`src/rtl/core/tsrc_pkg.sv`:
```
// Package for the terrain slope rule classifier: widths, CORDIC angle table, register indexes.
package tsrc_pkg;

	localparam int CORDIC_STEPS = 16;
	localparam int Z_BITS = 24;
	localparam int ANGLE_BITS = 11;
	localparam int ANGLE_SAT = 1440;
	localparam int RULE_REGS = 4;
	localparam int DIST_BITS = 17;

	typedef enum logic [2:0] {
		REG_SIZE_X = 3'd0,
		REG_SIZE_Y = 3'd1,
		REG_SIZE_DIAG = 3'd2,
		REG_RULE_COUNT = 3'd3,
		REG_RULE_0 = 3'd4,
		REG_RULE_1 = 3'd5,
		REG_RULE_2 = 3'd6,
		REG_RULE_3 = 3'd7
	} reg_idx_t;

	// atan(2^-i) in degrees, scaled by 2^16 (57.3 per radian)
	function automatic logic signed [Z_BITS-1:0] atan_step(input logic [3:0] i);
		logic signed [Z_BITS-1:0] t;
		begin
			case (i)
				4'd0: t = 24'sd2949337;
				4'd1: t = 24'sd1741095;
				4'd2: t = 24'sd919947;
				4'd3: t = 24'sd466979;
				4'd4: t = 24'sd234396;
				4'd5: t = 24'sd117312;
				4'd6: t = 24'sd58670;
				4'd7: t = 24'sd29337;
				4'd8: t = 24'sd14669;
				4'd9: t = 24'sd7334;
				4'd10: t = 24'sd3667;
				4'd11: t = 24'sd1834;
				4'd12: t = 24'sd917;
				4'd13: t = 24'sd458;
				4'd14: t = 24'sd229;
				4'd15: t = 24'sd115;
				default: t = '0;
			endcase
			return t;
		end
	endfunction

endpackage

```
`src/rtl/core/tsrc_cordic.sv`:
```
// Pipelined vectoring CORDIC: one rotation per stage, slope angle in degrees Q4 out.
module tsrc_cordic #(
	parameter int DH_BITS = 17
) (
	input  logic                               clk,
	input  logic [DH_BITS-1:0]                 dh,
	input  logic [tsrc_pkg::DIST_BITS-1:0]     run_len,
	output logic [tsrc_pkg::ANGLE_BITS-1:0]    angle
);
	import tsrc_pkg::*;

	// x grows to at most the CORDIC gain (~1.65) times the vector magnitude, under 2.4 x max(run_len, dh)
	localparam int MAG_BITS = (DH_BITS > DIST_BITS) ? DH_BITS : DIST_BITS;
	localparam int XY_BITS = MAG_BITS + 16 + 3;

	logic signed [XY_BITS-1:0] x_s [0:CORDIC_STEPS];
	logic signed [XY_BITS-1:0] y_s [0:CORDIC_STEPS];
	logic signed [Z_BITS-1:0]  z_s [0:CORDIC_STEPS];
	logic                      nz_s [0:CORDIC_STEPS];

	always_comb begin
		x_s[0] = $signed({{(XY_BITS-DIST_BITS-16){1'b0}}, run_len, 16'd0});
		y_s[0] = $signed({{(XY_BITS-DH_BITS-16){1'b0}}, dh, 16'd0});
		z_s[0] = '0;
		nz_s[0] = (dh != '0);
	end

	for (genvar i = 0; i < CORDIC_STEPS; i++) begin : g_stage
		logic signed [XY_BITS-1:0] xn, yn;
		logic signed [Z_BITS-1:0]  zn;
		always_comb begin
			if (!y_s[i][XY_BITS-1]) begin
				xn = x_s[i] + (y_s[i] >>> i);
				yn = y_s[i] - (x_s[i] >>> i);
				zn = z_s[i] + atan_step(4'(i));
			end else begin
				xn = x_s[i] - (y_s[i] >>> i);
				yn = y_s[i] + (x_s[i] >>> i);
				zn = z_s[i] - atan_step(4'(i));
			end
		end
		// payload pipeline, no reset needed
		always_ff @(posedge clk) begin
			x_s[i+1] <= xn;
			y_s[i+1] <= yn;
			z_s[i+1] <= zn;
			nz_s[i+1] <= nz_s[i];
		end
	end

	logic signed [Z_BITS-1:0] zr;
	logic [Z_BITS-13:0]       zq;
	always_comb begin
		zr = z_s[CORDIC_STEPS] + Z_BITS'(2048);
		zq = zr[Z_BITS-1:12];
		if (!nz_s[CORDIC_STEPS] || z_s[CORDIC_STEPS][Z_BITS-1])
			angle = '0;
		else if (zq > (Z_BITS-12)'(ANGLE_SAT))
			angle = ANGLE_BITS'(ANGLE_SAT);
		else
			angle = zq[ANGLE_BITS-1:0];
	end

endmodule

```
`config.mk`:
```
export PLATFORM = sky130hd
export DESIGN_NAME = tsrc_cordic
export DESIGN_NICKNAME = d
export VERILOG_FILES = /design/src/rtl/core/tsrc_pkg.sv /design/src/rtl/core/tsrc_cordic.sv
export SDC_FILE = /design/constraint.sdc
export NUM_CORES = 2
export LEC_CHECK = 0
export BUFFER_PORTS_ARGS = -buffer_cell sky130_fd_sc_hd__buf_2
export CORE_ASPECT_RATIO = 0.7
export CORE_MARGIN = 5
export CORE_UTILIZATION = 55
export CTS_CLUSTER_SIZE = 24
export DETAILED_ROUTE_END_ITERATION = 16
export PLACE_DENSITY = 0.8
export SYNTH_ARGS = -nofsm -noshare
export SYNTH_HDL_FRONTEND = slang
export SYNTH_SLANG_ARGS = --single-unit
export TNS_END_PERCENT = 50
```
`constraint.sdc`:
```
create_clock -name clk -period 10.9 [get_ports clk]
set_input_delay 0.545 -clock clk [delete_from_list [all_inputs] [get_ports clk]]
set_output_delay 0.545 -clock clk [all_outputs]
set_load 0.1 [all_outputs]
```
# Yosys cells after proc, flatten, opt, wreduce, memory -nomap -nowiden
# Cells that the tools add are included.
[word_totals]
regBits = 1416
latchBits = 0
ramBits = 0
rom_bits = 0
in_bits = 35
out_inout_bits = 11
wordCells = 193
n_memories = 0
[op_classes]
addsub = 85
mul = 0
n_div = 0
n_lt_le_gt_ge = 1
eq_ne = 0
n_shift = 0
muxes = 44
n_bitwise = 0
reduce_logical = 3
[ops]
columns = ["cell", "count"]
rows = [
  ["36-bit 2-to-1 mux", 27],
  ["24-bit 2-to-1 mux", 14],
  ["36-bit by 23-bit adder with 36-bit output", 2],
  ["36-bit by 24-bit adder with 36-bit output", 2],
  ["36-bit by 25-bit adder with 36-bit output", 2],
  ["36-bit by 26-bit adder with 36-bit output", 2],
  ["36-bit by 27-bit adder with 36-bit output", 2],
  ["36-bit by 28-bit adder with 36-bit output", 2],
  ["36-bit by 29-bit adder with 36-bit output", 2],
  ["36-bit by 30-bit adder with 36-bit output", 2],
  ["36-bit by 31-bit adder with 36-bit output", 2],
  ["36-bit by 32-bit adder with 36-bit output", 2],
  ["36-bit by 33-bit adder with 36-bit output", 2],
  ["36-bit by 34-bit adder with 36-bit output", 2],
  ["36-bit by 23-bit subtractor with 36-bit output", 2],
  ["36-bit by 24-bit subtractor with 36-bit output", 2],
  ["36-bit by 25-bit subtractor with 36-bit output", 2],
  ["36-bit by 26-bit subtractor with 36-bit output", 2],
  ["36-bit by 27-bit subtractor with 36-bit output", 2],
  ["36-bit by 28-bit subtractor with 36-bit output", 2],
  ["36-bit by 29-bit subtractor with 36-bit output", 2],
  ["36-bit by 30-bit subtractor with 36-bit output", 2],
  ["36-bit by 31-bit subtractor with 36-bit output", 2],
  ["36-bit by 32-bit subtractor with 36-bit output", 2],
  ["other kinds (44)", 48],
]

# Logic depth before layout (Yosys ltp)
[logic_depth]
word_depth = 4
mapped_depth = 22
depth_no_buf = 21

# Least setup slack after synthesis
# No wires, ideal clock.
[synth_path]
path_kind = "register to register"
start = "reg y_s[251] in the netlist's numbering"
end = "reg x_s[214] in the netlist's numbering"
setup_time_ps = 72
t_arrival_ps = 4213
required_ps = 10828
slack_ps = 6615
stages_incl_launch_ff = 16
n_path_buf = 2
period_less_slack_ps = 4285
cell_sequence = "dfxtp_1 -> clkbuf_1 -> clkbuf_1 -> nor2_1 -> xnor2_1 -> ha_1 -> nor2b_1 -> o31a_1 -> o21ba_2 -> o22a_1 -> o41ai_1 -> o31ai_1 -> a221oi_1 -> nor3_1 -> nor4_1 -> xnor2_1"
[synth_between]
elab_chain_len = 2
word_cells_on_any_way = 3
cone_classes = "2 x add/sub; 1 x mux"
[synth_rtl]
columns = ["element", "line_no", "text"]
rows = [
  ["from (decl)", "tsrc_cordic.sv:17", "logic signed [XY_BITS-1:0] y_s [0:CORDIC_STEPS];"],
  ["from (signal, indexed assignment)", "tsrc_cordic.sv:45", "y_s[i+1] <= yn;"],
  ["36-bit by 26-bit adder with 36-bit output or 36-bit by 26-bit subtractor with 36-bit output (tied branches)", "tsrc_cordic.sv:33, tsrc_cordic.sv:37", ""],
  ["36-bit 2-to-1 mux *", "tsrc_cordic.sv:32", "if (!y_s[i][XY_BITS-1]) begin"],
  ["via g_stage[10].xn[34]", "tsrc_cordic.sv:29", "logic signed [XY_BITS-1:0] xn, yn;"],
  ["to (signal, indexed assignment)", "tsrc_cordic.sv:44", "x_s[i+1] <= xn;"],
  ["to (decl)", "tsrc_cordic.sv:16", "logic signed [XY_BITS-1:0] x_s [0:CORDIC_STEPS];"],
]
# Mark *: on every way through the listed nets, which the timed path passes. The rest lies on a longest branch.

# Worst setup path in the final report
[layout_path]
start = "reg x_s[412] in the netlist's numbering"
end = "reg y_s[395] in the netlist's numbering"
[layout_between]
elab_chain_len = 2
word_cells_on_any_way = 3
cone_classes = "2 x add/sub; 1 x mux"
[layout_rtl]
columns = ["element", "line_no"]
rows = [
  ["36-bit by 31-bit subtractor with 36-bit output or 36-bit by 31-bit adder with 36-bit output (tied branches)", "tsrc_cordic.sv:34, tsrc_cordic.sv:38"],
  ["36-bit 2-to-1 mux *", "tsrc_cordic.sv:32"],
  ["via g_stage[5].yn[35]", "tsrc_cordic.sv:29"],
]
# Marks and branches as above.

==> impl_metrics.json <==
{
  "most-common-layout-cells": "ha_1, dfxtp_1, a21oi_1, nor2_1, xnor2_1",
  "core_area_sq_mm": 0.164,
  "fill_cells": 14348,
  "post_cts_buffers": 0,
  "die_y_microns": 350,
  "antenna_found_initial": 30,
  "synthArstFlopShare": 0,
  "cts_inserted_buffers": 120,
  "nNetsFinal": 12191,
  "syn_area_sq_mm": 0.0909,
  "via_per_inst": 6.14,
  "syn_inst": 10937,
  "clock_latency_ns": 0.80,
  "gp_congestion": 1.01,
  "rsz0062_at_grt": "false",
  "avgRoutedWirePerCell_microns": 20.6,
  "drive_gt1_frac": 0.0380,
  "fmax_ghz": 0.166,
  "hold_buffers": 1,
  "relSlewSlack": -0.0139,
  "final_common_cell": "ha_1",
  "path_class": "flop to flop",
  "rows": 124,
  "ys_top_cells_by_area": "dfxtp_1, ha_1, xnor2_1, a21oi_1, xor2_1",
  "hpwl_microns": 222000,
  "avgSynthCellArea_sq_um": 8.31,
  "grt-ovfl-total": 0,
  "synth_cell_types": 84,
  "portBuffers": 45,
  "dr_wl_met2_microns": 107000,
  "ant_nets": 0,
  "wl_met1_microns": 131000,
  "ys.flop_type": "dfxtp_1",
  "timing.final.crit_share": 0.553,
  "hp-class": "primary input to flop",
  "top_layer": "met5",
  "cts_resized": 0,
  "ys_seq_area_frac": 0.262,
  "cap_violations": 1,
  "grt_pass1_vias": 75518,
  "grt_max_degree": 77,
  "cts_tree": "done",
  "arrival_ns": 6.61,
  "synth_seq_cells": 1190,
  "tns_ns": 0,
  "routed_wl_microns": 273000,
  "vias": 81444,
  "yosysTopAreaCellShare": 0.262,
  "wl_met3_microns": 30000,
  "finalCriticalPeriod_ns": 6.03,
  "status": "finished, violations left",
  "drtIter0Drc": 8686,
  "drc": 0,
  "slew_violations": 2,
  "synth_top_area_cell": "dfxtp_1",
  "clk_pin_slew_ns": 0.07,
  "dr.pass1.iters": 6,
  "dieArea_sq_mm": 0.174,
  "critPathLaunchType": "flop",
  "start_util": 0.555,
  "worst_pin_slew_ns": 1.51,
  "synth_enable_flop_cells": 0,
  "setup_viol_count_final": 0,
  "pin_count": 46,
  "crit_path_end_kind": "flop",
  "synth_nets": 12185,
  "required_ns": 11.47,
  "grt_use_total": 0.302,
  "grt_pass1_wl_microns": 423000,
  "finalHoldViolations": 0,
  "cts_max_level": 3,
  "yosys_warnings": 0,
  "clock_path_buffers": 3,
  "finClkSkew_ns": 0.0602,
  "cts_root_buffer": "clkbuf_16",
  "area_growth_pct": 7.61,
  "crit_fanout": 6,
  "violations": "max-capacitance violations, max-slew violations",
  "clock_sinks": 1190,
  "chipWidth_microns": 496
}
state kept, by name, indices dropped and copies added, names as in the netlist:
name and count:
x_s 423, nz_s 16, y_s 439, z_s 312
layout make-up:
class / instances / area (sq um) / area share
multi-input cells: 9051 / 64500 / 0.659
flip-flops and latches: 1190 / 23800 / 0.244
clock buffers: 143 / 3250 / 0.0332
well taps: 2205 / 2760 / 0.0282
inverters: 514 / 1930 / 0.0197
clock inverters: 86 / 1170 / 0.0120
repair buffers: 66 / 385 / 0.00394
diodes: 12 / 30.0 / 0.000307
stage by stage:
stage / instances / hold WS, ns / setup slack (ns) / utilization / instance area (sq um)
after floorplan: 10937 / 0.310 / 6.61 / - / 90900
after global placement: 13025 / 0.311 / 5.39 / 0.570 / 93400
after detailed placement: 13025 / 0.312 / 5.25 / 0.570 / 93400
after CTS: 13255 / 0.0221 / 5.21 / 0.597 / 97800
after global routing: 13257 / 0.0461 / 4.80 / 0.597 / 97800
final: 13267 / 0.0782 / 4.87 / 0.597 / 97900
cell usage after synthesis (all sizes together), types with 22 or more instances:
| library cell | instances |
|---|---|
| mux2 | 29 |
| o21bai | 152 |
| o21ai | 469 |
| o21a | 131 |
| a21o | 472 |
| nor3b | 22 |
| dfxtp | 1190 |
| a311oi | 23 |
| a221oi | 24 |
| ha | 1182 |
| nor2 | 1069 |
| a21oi | 1158 |
| nor4 | 105 |
| buf | 22 |
| inv | 509 |
| o31a | 29 |
| a21boi | 31 |
| xnor2 | 1042 |
| and3 | 122 |
| or2 | 48 |
| nand4 | 92 |
| or4 | 32 |
| fa | 31 |
| nand3 | 178 |
| and2 | 84 |
| a211o | 29 |
| nor2b | 174 |
| or3 | 81 |
| nor3 | 345 |
| o211ai | 37 |
| o41ai | 52 |
| xor2 | 533 |
| clkbuf | 160 |
| o31ai | 60 |
| nand2 | 525 |
| nand2b | 146 |
| a211oi | 95 |
| a31oi | 121 |
kinds of logic after synthesis:
family / count (synthesis) / synth area share
multiplexers: 46 / 0.00546
flip-flops: 1190 / 0.262
AO/OA/AOI/OAI: 3125 / 0.218
buffers and inverters: 696 / 0.0288
adder cells (fa/ha/maj): 1213 / 0.169
AND/OR/NAND/NOR: 3092 / 0.164
XOR/XNOR: 1575 / 0.152
per-layer routing:
metal  vias up  global-route usage
li1      39270                   -
met2      3274               0.428
met5         -                   0
met4        16              0.0545
met1     38504               0.459
met3       380              0.0778
worst paths after layout:
path / cells past startpoint / startpoint / slack, ns / end
max reg2reg: 18 / x_s[412]$_DFF_P_ / 4.87 / y_s[395]$_DFF_P_
min: 3 / dh[0] / 0.08 / nz_s[15]$_DFF_P_
min reg2reg: 0 / nz_s[5]$_DFF_P_ / 0.32 / nz_s[4]$_DFF_P_
max: 18 / x_s[412]$_DFF_P_ / 4.87 / y_s[395]$_DFF_P_
critical path: stages (launching register included):
cell      delay, ns
dfxtp_1        0.36
nor3_1         0.37
nand2_1        0.15
nor3_1         0.20
nor4b_1        0.72
and2_1         0.32
nor2_1         0.07
xnor2_1        0.25
ha_1           0.34
a21o_1         0.18
a21oi_1        0.13
nor2b_1        0.06
a311oi_1       0.24
o31ai_1        0.21
a21o_1         0.25
o41ai_1        0.69
o311a_1        0.33
a21oi_1        0.12
xor2_1         0.82
Power is not shown: default switching activity piles up to over one toggle a cycle in this logic, so the estimate is an artifact.
